<file path="config.mk">
export PLATFORM = sky130hd
export DESIGN_NAME = pedal_wheel_drive_command_unit
export DESIGN_NICKNAME = d
export VERILOG_FILES = /design/src/rtl/pwdc_pkg.sv /design/src/rtl/pedal_wheel_drive_command_unit.sv /design/src/rtl/pwdc_cfg.sv /design/src/rtl/pwdc_mul.sv
export SDC_FILE = /design/constraint.sdc
export NUM_CORES = 2
export LEC_CHECK = 0
export BUFFER_PORTS_ARGS = -buffer_cell sky130_fd_sc_hd__buf_4
export CAP_MARGIN = 20
export CORE_MARGIN = 2
export CORE_UTILIZATION = 40
export CTS_BUF_LIST = sky130_fd_sc_hd__clkbuf_4 sky130_fd_sc_hd__clkbuf_8
export DETAILED_ROUTE_END_ITERATION = 10
export PLACE_DENSITY = 0.61
export SYNTH_ARGS = -nofsm -noshare
export SYNTH_HDL_FRONTEND = slang
export SYNTH_SLANG_ARGS = --single-unit
</file>
<file path="constraint.sdc">
create_clock -name i_clk -period 12.2 [get_ports i_clk]
set_input_delay 3.66 -clock i_clk [delete_from_list [all_inputs] [get_ports i_clk]]
set_output_delay 3.66 -clock i_clk [all_outputs]
set_load 0.005 [all_outputs]
</file>
<file path="src/rtl/pwdc_pkg.sv">
`timescale 1ns / 1ps
// ----------------------------------------------------------------------------
// pwdc_pkg
// Shared types, codes and rounding helper for the pedal and wheel drive
// command unit.
// ----------------------------------------------------------------------------
package pwdc_pkg;

    localparam int unsigned ADDR_W = 5;
    localparam int unsigned DATA_W = 32;
    localparam int unsigned OPA_W  = 32;
    localparam int unsigned OPB_W  = 16;
    localparam int unsigned PROD_W = OPA_W + OPB_W;

    localparam logic [2:0] REG_LIN_GAIN           = 3'd0;
    localparam logic [2:0] REG_ANG_GAIN           = 3'd1;
    localparam logic [2:0] REG_BOOST_GAIN         = 3'd2;
    localparam logic [2:0] REG_BOOST_EN           = 3'd3;
    localparam logic [2:0] REG_DM_NEEDED          = 3'd4;
    localparam logic [2:0] REG_THROTTLE_THRESHOLD = 3'd5;
    localparam logic [2:0] REG_BRAKE_THRESHOLD    = 3'd6;

    localparam logic [1:0] GEAR_UNKNOWN = 2'd0;
    localparam logic [1:0] GEAR_FORWARD = 2'd1;
    localparam logic [1:0] GEAR_REVERSE = 2'd2;

    localparam logic [1:0] FACTOR_ZERO = 2'b00;
    localparam logic [1:0] FACTOR_POS  = 2'b01;
    localparam logic [1:0] FACTOR_NEG  = 2'b11;

    localparam logic [1:0] SH_14 = 2'd0;
    localparam logic [1:0] SH_15 = 2'd1;
    localparam logic [1:0] SH_27 = 2'd2;

    localparam logic [PROD_W:0] OUT_LIMIT = (PROD_W + 1)'(262144);

    typedef struct packed {
        logic signed [15:0] steering_axis;
        logic signed [15:0] deadman_axis;
        logic signed [15:0] throttle_axis;
        logic signed [15:0] brake_axis;
        logic        [3:0]  axis_present;
        logic               forward_button;
        logic               reverse_button;
        logic               turbo_button;
        logic        [2:0]  button_present;
    } t_in;

    typedef struct packed {
        logic signed [19:0] linear_velocity;
        logic signed [19:0] angular_velocity;
        logic        [1:0]  gear;
    } t_out;

    typedef struct packed {
        logic [15:0] lin_gain;
        logic [15:0] ang_gain;
        logic [15:0] boost_gain;
        logic        boost_en;
        logic        dm_needed;
        logic [14:0] throttle_threshold;
        logic [14:0] brake_threshold;
    } t_cfg;

    // round to nearest with ties up on the magnitude, saturate, apply sign
    function automatic logic [19:0] finish(input logic [PROD_W-1:0] mag,
                                           input logic [1:0] sh_sel,
                                           input logic neg);
        logic [PROD_W:0] ext;
        logic [PROD_W:0] r;
        logic [19:0]     m;
        ext = {1'b0, mag};
        case (sh_sel)
            SH_14:   r = (ext + (PROD_W + 1)'(1 << 13)) >> 14;
            SH_15:   r = (ext + (PROD_W + 1)'(1 << 14)) >> 15;
            SH_27:   r = (ext + (PROD_W + 1)'(1 << 26)) >> 27;
            default: r = '0;
        endcase
        if (r > OUT_LIMIT) begin
            r = OUT_LIMIT;
        end
        m = r[19:0];
        return neg ? (20'd0 - m) : m;
    endfunction

endpackage

</file>
<file path="src/rtl/pedal_wheel_drive_command_unit.sv">
`timescale 1ns / 1ps
// ----------------------------------------------------------------------------
// pedal_wheel_drive_command_unit
// Turns one wheel and pedal sample into a speed, a turn rate and a gear.
// A stop (deadman or low throttle) goes from evaluation back to idle; braking
// adds a multiply and a finish state; driving adds the linear multiply, a
// turbo multiply if turbo, and the linear and angular finish states. The one
// shared 32x16 multiplier serves all products; input ready is high only while
// idle with no result pending. Synchronous active-low reset restores register
// defaults, forward gear, factor +1 and zero held commands; no clearing pass.
// ----------------------------------------------------------------------------
module pedal_wheel_drive_command_unit (
    input  logic                          i_clk,
    input  logic                          i_rst_n,
    input  logic                          i_in_valid,
    output logic                          o_in_ready,
    input  pwdc_pkg::t_in                 i_in_data,
    output logic                          o_out_valid,
    input  logic                          i_out_ready,
    output pwdc_pkg::t_out                o_out_data,
    input  logic                          psel,
    input  logic                          penable,
    input  logic                          pwrite,
    input  logic [pwdc_pkg::ADDR_W-1:0]   paddr,
    input  logic [pwdc_pkg::DATA_W-1:0]   pwdata,
    output logic [pwdc_pkg::DATA_W-1:0]   prdata,
    output logic                          pready
);

    typedef enum logic [7:0] {
        S_IDLE    = 8'b0000_0001,
        S_EVAL    = 8'b0000_0010,
        S_MUL_BRK = 8'b0000_0100,
        S_FIN_BRK = 8'b0000_1000,
        S_MUL_LIN = 8'b0001_0000,
        S_MUL_TRB = 8'b0010_0000,
        S_FIN_LIN = 8'b0100_0000,
        S_FIN_ANG = 8'b1000_0000
    } t_state;

    pwdc_pkg::t_cfg w_cfg;
    pwdc_pkg::t_in  r_in;
    pwdc_pkg::t_out r_out;
    pwdc_pkg::t_out n_out;
    t_state         r_state, n_state;
    logic           r_out_vld, n_out_vld;
    logic           r_pend, n_pend;
    logic [1:0]     r_gear, n_gear;
    logic [1:0]     r_factor, n_factor;
    logic           r_prev_fwd, n_prev_fwd;
    logic           r_prev_rev, n_prev_rev;
    logic signed [19:0] r_last_lin, n_last_lin;
    logic signed [19:0] r_last_ang, n_last_ang;

    logic [pwdc_pkg::OPA_W-1:0]  w_op_a;
    logic [pwdc_pkg::OPB_W-1:0]  w_op_b;
    logic [pwdc_pkg::PROD_W-1:0] w_prod;

    logic signed [17:0] w_deadman, w_throttle, w_brake, w_rest;
    logic signed [17:0] w_brake_lim, w_thr_lim;
    logic signed [16:0] w_steer;
    logic [17:0]        w_rest_abs;
    logic [16:0]        w_steer_abs;
    logic [19:0]        w_lin_abs;
    logic               w_turbo, w_accept, w_slot, w_frel, w_rrel;

    pwdc_cfg u_cfg (
        .i_clk   (i_clk),
        .i_rst_n (i_rst_n),
        .psel    (psel),
        .penable (penable),
        .pwrite  (pwrite),
        .paddr   (paddr),
        .pwdata  (pwdata),
        .prdata  (prdata),
        .pready  (pready),
        .o_cfg   (w_cfg)
    );

    pwdc_mul u_mul (
        .i_clk  (i_clk),
        .i_a    (w_op_a),
        .i_b    (w_op_b),
        .o_prod (w_prod)
    );

    // normalized pedals, absent axes read as zero
    assign w_deadman  = r_in.axis_present[1] ?
                        (18'(r_in.deadman_axis) + 18'sd16384) : 18'sd0;
    assign w_throttle = r_in.axis_present[2] ?
                        (18'(r_in.throttle_axis) + 18'sd16384) : 18'sd0;
    assign w_brake    = r_in.axis_present[3] ?
                        (18'(r_in.brake_axis) + 18'sd16384) : 18'sd0;
    assign w_steer    = r_in.axis_present[0] ? 17'(r_in.steering_axis) : 17'sd0;
    assign w_rest     = 18'sd32768 - w_brake;
    assign w_brake_lim = $signed({2'b00, w_cfg.brake_threshold, 1'b0});
    assign w_thr_lim   = $signed({2'b00, w_cfg.throttle_threshold, 1'b0});
    assign w_rest_abs  = w_rest[17] ? 18'(-w_rest) : 18'(w_rest);
    assign w_steer_abs = w_steer[16] ? 17'(-w_steer) : 17'(w_steer);
    assign w_lin_abs   = r_last_lin[19] ? 20'(-r_last_lin) : 20'(r_last_lin);
    assign w_turbo     = w_cfg.boost_en && r_in.button_present[2] && r_in.turbo_button;
    assign w_frel      = !r_in.forward_button && r_prev_fwd;
    assign w_rrel      = !r_in.reverse_button && r_prev_rev;

    assign w_accept   = i_in_valid && o_in_ready;
    assign w_slot     = !r_out_vld || i_out_ready;
    assign o_in_ready = (r_state == S_IDLE) && !r_pend;
    assign o_out_valid = r_out_vld;
    assign o_out_data  = r_out;

    always_comb begin
        case (r_state)
            S_MUL_BRK: begin
                w_op_a = {13'd0, w_lin_abs[18:0]};
                w_op_b = w_rest_abs[15:0];
            end
            S_MUL_LIN: begin
                w_op_a = {16'd0, w_cfg.lin_gain};
                w_op_b = w_throttle[15:0];
            end
            S_MUL_TRB: begin
                w_op_a = w_prod[31:0];
                w_op_b = w_cfg.boost_gain;
            end
            S_FIN_LIN: begin
                w_op_a = {16'd0, w_cfg.ang_gain};
                w_op_b = w_steer_abs[15:0];
            end
            default: begin
                w_op_a = '0;
                w_op_b = '0;
            end
        endcase
    end

    always_comb begin
        n_state    = r_state;
        n_pend     = r_pend;
        n_gear     = r_gear;
        n_factor   = r_factor;
        n_prev_fwd = r_prev_fwd;
        n_prev_rev = r_prev_rev;
        n_last_lin = r_last_lin;
        n_last_ang = r_last_ang;
        n_out_vld  = r_out_vld && !i_out_ready;
        n_out      = r_out;
        case (r_state)
            S_IDLE: begin
                if (r_pend && w_slot) begin
                    n_out_vld = 1'b1;
                    n_out     = '{linear_velocity:  r_last_lin,
                                  angular_velocity: r_last_ang,
                                  gear:             r_gear};
                    n_pend    = 1'b0;
                end else if (w_accept) begin
                    n_state = S_EVAL;
                end
            end
            S_EVAL: begin
                if (w_cfg.dm_needed && (w_deadman <= 18'sd0)) begin
                    n_last_lin = '0;
                    n_last_ang = '0;
                    n_pend     = 1'b1;
                    n_state    = S_IDLE;
                end else if (w_brake > w_brake_lim) begin
                    // gear selection on button release
                    if (r_in.button_present[1:0] != 2'b11) begin
                        n_gear = pwdc_pkg::GEAR_UNKNOWN;
                    end else begin
                        if (r_gear == pwdc_pkg::GEAR_FORWARD) begin
                            if (w_rrel) n_gear = pwdc_pkg::GEAR_REVERSE;
                        end else if (r_gear == pwdc_pkg::GEAR_REVERSE) begin
                            if (w_frel) n_gear = pwdc_pkg::GEAR_FORWARD;
                        end else begin
                            if (w_frel)      n_gear = pwdc_pkg::GEAR_FORWARD;
                            else if (w_rrel) n_gear = pwdc_pkg::GEAR_REVERSE;
                        end
                        n_prev_fwd = r_in.forward_button;
                        n_prev_rev = r_in.reverse_button;
                        n_factor   = (n_gear == pwdc_pkg::GEAR_FORWARD) ? pwdc_pkg::FACTOR_POS :
                                     (n_gear == pwdc_pkg::GEAR_REVERSE) ? pwdc_pkg::FACTOR_NEG :
                                                                          pwdc_pkg::FACTOR_ZERO;
                    end
                    n_state = S_MUL_BRK;
                end else if (w_throttle <= w_thr_lim) begin
                    n_last_lin = '0;
                    n_last_ang = '0;
                    n_pend     = 1'b1;
                    n_state    = S_IDLE;
                end else begin
                    n_state = S_MUL_LIN;
                end
            end
            S_MUL_BRK: begin
                n_state = S_FIN_BRK;
            end
            S_FIN_BRK: begin
                if ((r_factor == pwdc_pkg::FACTOR_ZERO) || (w_rest == 18'sd0)) begin
                    n_last_lin = '0;
                end else begin
                    n_last_lin = $signed(pwdc_pkg::finish(w_prod, pwdc_pkg::SH_15,
                                     w_rest[17] != (r_factor == pwdc_pkg::FACTOR_NEG)));
                end
                n_pend  = 1'b1;
                n_state = S_IDLE;
            end
            S_MUL_LIN: begin
                n_state = w_turbo ? S_MUL_TRB : S_FIN_LIN;
            end
            S_MUL_TRB: begin
                n_state = S_FIN_LIN;
            end
            S_FIN_LIN: begin
                if (r_factor == pwdc_pkg::FACTOR_ZERO) begin
                    n_last_lin = '0;
                end else begin
                    n_last_lin = $signed(pwdc_pkg::finish(w_prod,
                                     w_turbo ? pwdc_pkg::SH_27 : pwdc_pkg::SH_15,
                                     r_factor == pwdc_pkg::FACTOR_NEG));
                end
                n_state = S_FIN_ANG;
            end
            S_FIN_ANG: begin
                n_last_ang = $signed(pwdc_pkg::finish(w_prod, pwdc_pkg::SH_14, w_steer[16]));
                n_pend     = 1'b1;
                n_state    = S_IDLE;
            end
            default: begin
                n_state = S_IDLE;
            end
        endcase
    end

    always_ff @(posedge i_clk) begin
        if (!i_rst_n) begin
            r_state    <= S_IDLE;
            r_pend     <= 1'b0;
            r_out_vld  <= 1'b0;
            r_gear     <= pwdc_pkg::GEAR_FORWARD;
            r_factor   <= pwdc_pkg::FACTOR_POS;
            r_prev_fwd <= 1'b0;
            r_prev_rev <= 1'b0;
            r_last_lin <= '0;
            r_last_ang <= '0;
        end else begin
            r_state    <= n_state;
            r_pend     <= n_pend;
            r_out_vld  <= n_out_vld;
            r_gear     <= n_gear;
            r_factor   <= n_factor;
            r_prev_fwd <= n_prev_fwd;
            r_prev_rev <= n_prev_rev;
            r_last_lin <= n_last_lin;
            r_last_ang <= n_last_ang;
        end
    end

    always_ff @(posedge i_clk) begin
        r_out <= n_out;
        if (w_accept) begin
            r_in <= i_in_data;
        end
    end

endmodule

</file>
<file path="src/rtl/pwdc_cfg.sv">
`timescale 1ns / 1ps
// ----------------------------------------------------------------------------
// pwdc_cfg
// APB-style register file holding the gains, thresholds and enables.
// ----------------------------------------------------------------------------
module pwdc_cfg (
    input  logic                          i_clk,
    input  logic                          i_rst_n,
    input  logic                          psel,
    input  logic                          penable,
    input  logic                          pwrite,
    input  logic [pwdc_pkg::ADDR_W-1:0]   paddr,
    input  logic [pwdc_pkg::DATA_W-1:0]   pwdata,
    output logic [pwdc_pkg::DATA_W-1:0]   prdata,
    output logic                          pready,
    output pwdc_pkg::t_cfg                o_cfg
);

    pwdc_pkg::t_cfg r_cfg;
    pwdc_pkg::t_cfg n_cfg;
    logic [2:0]     w_idx;
    logic           w_wr;

    assign w_idx  = paddr[4:2];
    assign w_wr   = psel && penable && pwrite;
    assign pready = 1'b1;
    assign o_cfg  = r_cfg;

    always_comb begin
        n_cfg = r_cfg;
        if (w_wr) begin
            case (w_idx)
                pwdc_pkg::REG_LIN_GAIN:           n_cfg.lin_gain           = pwdata[15:0];
                pwdc_pkg::REG_ANG_GAIN:           n_cfg.ang_gain           = pwdata[15:0];
                pwdc_pkg::REG_BOOST_GAIN:         n_cfg.boost_gain         = pwdata[15:0];
                pwdc_pkg::REG_BOOST_EN:           n_cfg.boost_en           = pwdata[0];
                pwdc_pkg::REG_DM_NEEDED:          n_cfg.dm_needed          = pwdata[0];
                pwdc_pkg::REG_THROTTLE_THRESHOLD: n_cfg.throttle_threshold = pwdata[14:0];
                pwdc_pkg::REG_BRAKE_THRESHOLD:    n_cfg.brake_threshold    = pwdata[14:0];
                default:                          n_cfg = r_cfg;
            endcase
        end
    end

    always_comb begin
        case (w_idx)
            pwdc_pkg::REG_LIN_GAIN:           prdata = {16'd0, r_cfg.lin_gain};
            pwdc_pkg::REG_ANG_GAIN:           prdata = {16'd0, r_cfg.ang_gain};
            pwdc_pkg::REG_BOOST_GAIN:         prdata = {16'd0, r_cfg.boost_gain};
            pwdc_pkg::REG_BOOST_EN:           prdata = {31'd0, r_cfg.boost_en};
            pwdc_pkg::REG_DM_NEEDED:          prdata = {31'd0, r_cfg.dm_needed};
            pwdc_pkg::REG_THROTTLE_THRESHOLD: prdata = {17'd0, r_cfg.throttle_threshold};
            pwdc_pkg::REG_BRAKE_THRESHOLD:    prdata = {17'd0, r_cfg.brake_threshold};
            default:                          prdata = '0;
        endcase
    end

    always_ff @(posedge i_clk) begin
        if (!i_rst_n) begin
            r_cfg.lin_gain           <= 16'd4096;
            r_cfg.ang_gain           <= 16'd4096;
            r_cfg.boost_gain         <= 16'd6144;
            r_cfg.boost_en           <= 1'b0;
            r_cfg.dm_needed          <= 1'b0;
            r_cfg.throttle_threshold <= 15'd3277;
            r_cfg.brake_threshold    <= 15'd3277;
        end else begin
            r_cfg <= n_cfg;
        end
    end

endmodule

</file>
<file path="src/rtl/pwdc_mul.sv">
`timescale 1ns / 1ps
// ----------------------------------------------------------------------------
// pwdc_mul
// Shared unsigned 32x16 multiplier with registered product.
// ----------------------------------------------------------------------------
module pwdc_mul (
    input  logic                          i_clk,
    input  logic [pwdc_pkg::OPA_W-1:0]    i_a,
    input  logic [pwdc_pkg::OPB_W-1:0]    i_b,
    output logic [pwdc_pkg::PROD_W-1:0]   o_prod
);

    logic [pwdc_pkg::PROD_W-1:0] r_prod;
    logic [pwdc_pkg::PROD_W-1:0] n_prod;

    assign n_prod = {{pwdc_pkg::OPB_W{1'b0}}, i_a} * {{pwdc_pkg::OPA_W{1'b0}}, i_b};
    assign o_prod = r_prod;

    always_ff @(posedge i_clk) begin
        r_prod <= n_prod;
    end

endmodule
</file>
==> out/results.tsv <==
metric	value	unit
status	finished clean	
start_util	0.403	
dr.first_iter.drc_count	2378	
fin_setup_tns	0	ns
startpoint_type	register	
port-buffer-count	159	
ir_drop	72.7	uV
antenna_found_initial	1	
dieArea	86500	um^2
cts_tree	done	
fp.dieH	294	um
total_power	2.36	mW
fmax	0.0951	GHz
path_clk_slew	0.06	ns
arrival	11.09	ns
clock_skew	0.0701	ns
period_share	0.862	
cp_max_fo	31	
area_delta_synth_final	9.63	%
hold_ws	0.433	ns
synth-main-ff-cell	dfxtp_1	
synth-seq-cells	300	
fin_util	0.442	
synth_most_common_cell	nand2_1	
worstMarginPinSlew	1.08	ns
cts_hold_buf	0	
fin_cells	5138	
yosysWarnings	0	
postSynth.asyncResetShare	0	
gr-total-overflow	0	
grt_use_total	0.244	
synth.largest_area_cell	fa_1	
critPathSlowestCell	a21boi_1	
root_buffer	clkbuf_8	
setup_violations	0	
cts_sinks	300	
critPathRequiredTime	12.77	ns
rsz0062_at_grt	false	
postPlaceCellArea	35800	um^2
numCtsBuffers	49	
core	83400	um^2
avgViaCountPerCell	5.55	
grt_max_degree	84	
wire_per_inst	20.5	um
synth_top_area_frac	0.249	
drcViolationCount	0	
dp_worst_setup_slack	1.84	ns
drive_above_1_share	0.0902	
report.final.slew_viol_count	0	
ios	195	
grt_pass1_vias	28600	
crit_top_cell	fa_1	
firstDrtPassIters	6	
htreeDepth	2	
criticalPathCategory	reg -> reg	
cts_resized	0	
hold_path_class	reg -> reg	
p_leak	16.2	nW
nets	4717	
clock_path_buffers	3	
grt_pass1_wl	165000	um
synthTopCellsByArea	fa_1, dfxtp_1, edfxtp_1	
rows	106	
fp.dieW	294	um
synth_cell_types	95	
power-per-cell-area	64.0	nW/um^2
syn_inst	3970	
synth-seq-area-share	0.213	
drv_cap	0	
fin_crit	10.51	ns
endpoint_kind	register	
syn_area	33600	um^2
dp_hpwl	80500	um
max_stage_delay	0.58	ns
synth_area_per_cell	8.48	um^2
finalHoldViolCount	0	
setup_slack	1.69	ns
wl	105000	um
synth-edff-count	116	
num_vias	28500	
synth_common_cells	nand2_1, inv_1, fa_1	
ant_nets	0	
design_area	36900	um^2
placed_cells	5047	
max_slew_margin	0.282	
place.gp.congestion	0.974	
clk_latency	0.67	ns
post_cts_buffers	0	
==> layer usage <==
metal,vias to the layer above,routed length (um),global-route usage
met4,0,2710,0.0657
li1,13100,-,-
met5,-,0,0
met2,1111,48400,0.401
met3,176,7810,0.0288
met1,14100,46300,0.341
==> cell usage in the layout (no fill, tap or decap), types with 19 or more instances in the layout <==
cell / synthesis / layout
nand2_1: 696 / 696
inv_1: 558 / 558
fa_1: 418 / 418
buf_4: 21 / 222
nor2_1: 213 / 212
dfxtp_1: 184 / 184
a21oi_1: 179 / 177
ha_1: 162 / 162
edfxtp_1: 116 / 116
xnor2_1: 103 / 103
o21ai_0: 111 / 102
and2_1: 94 / 93
xor2_1: 89 / 89
nand3_1: 67 / 67
nor3_1: 57 / 57
clkbuf_8: 0 / 54
nand4_1: 43 / 43
mux2i_1: 41 / 41
nor4_1: 39 / 38
nor2b_1: 38 / 38
a21o_1: 38 / 38
nand2b_1: 36 / 36
a22oi_1: 35 / 35
and3_1: 22 / 21
or4_1: 20 / 20
a211oi_1: 21 / 20
o31ai_1: 19 / 19
a31oi_1: 19 / 19
==> logic make-up after synthesis <==
group / after synthesis / synth area share
and+or+nand+nor: 1421 / 0.198
buffers and inverters: 799 / 0.0922
AOI/OAI and AO/OA: 635 / 0.126
adders and majority gates: 580 / 0.309
DFF: 300 / 0.213
xor gates and xnor gates: 192 / 0.0500
muxes: 41 / 0.0122
other: 2 / 0.000223
==> path summary, 6_finish.rpt <==
kind                                from                  endpoint  slack [ns]  depth (start not counted)
min reg2reg  r_last_ang[14]$_SDFFE_PN0P_  o_out_data[16]$_DFFE_PP_        0.43                          0
max reg2reg            r_in[9]$_DFFE_PP_  u_mul.o_prod[46]$_DFF_P_        1.69                         33
max                    r_in[9]$_DFFE_PP_  u_mul.o_prod[46]$_DFF_P_        1.69                         33
min          r_last_ang[14]$_SDFFE_PN0P_  o_out_data[16]$_DFFE_PP_        0.43                          0
==> power breakdown <==
part / switching (mW) / internal (mW) / leakage [nW]
Combinational: 0.179 / 0.105 / 13.1
Sequential: 0.0333 / 1.09 / 2.56
Clock: 0.444 / 0.510 / 0.539
Total: 0.656 / 1.71 / 16.2
==> state kept, by name, summed over array words and instances, names as in the netlist <==
name / flops
r_in: 74
u_cfg.o_cfg: 80
u_mul.o_prod: 48
r_gear: 2
r_prev_fwd: 1
r_last_ang: 20
r_state: 8
r_factor: 2
r_pend: 1
r_last_lin: 20
o_out_valid: 1
r_prev_rev: 1
o_out_data: 42
==> area by class of cell <==
| cell class | count | area (um^2) |
|---|---|---|
| antenna | 1 | 2.50 |
| clock buffer | 65 | 826 |
| clock inverter | 24 | 214 |
| fill | 8232 | 46500 |
| inverter | 560 | 2100 |
| multi-input combinational | 2886 | 23600 |
| sequential | 300 | 7170 |
| tap | 1080 | 1350 |
| timing repair buffer | 222 | 1670 |
==> critical path, delay by kind of cell, from the launching register on <==
kind | cells | cell delay, ns
XOR/XNOR | 2 | 0.37
buffers and inverters | 7 | 1.27
flip-flops | 1 | 0.37
AND/OR/NAND/NOR | 6 | 1.20
AO/OA/AOI/OAI | 10 | 3.09
adder cells (fa/ha/maj) | 8 | 4.08
No activity file was read; power rests on OpenSTA's default activity.
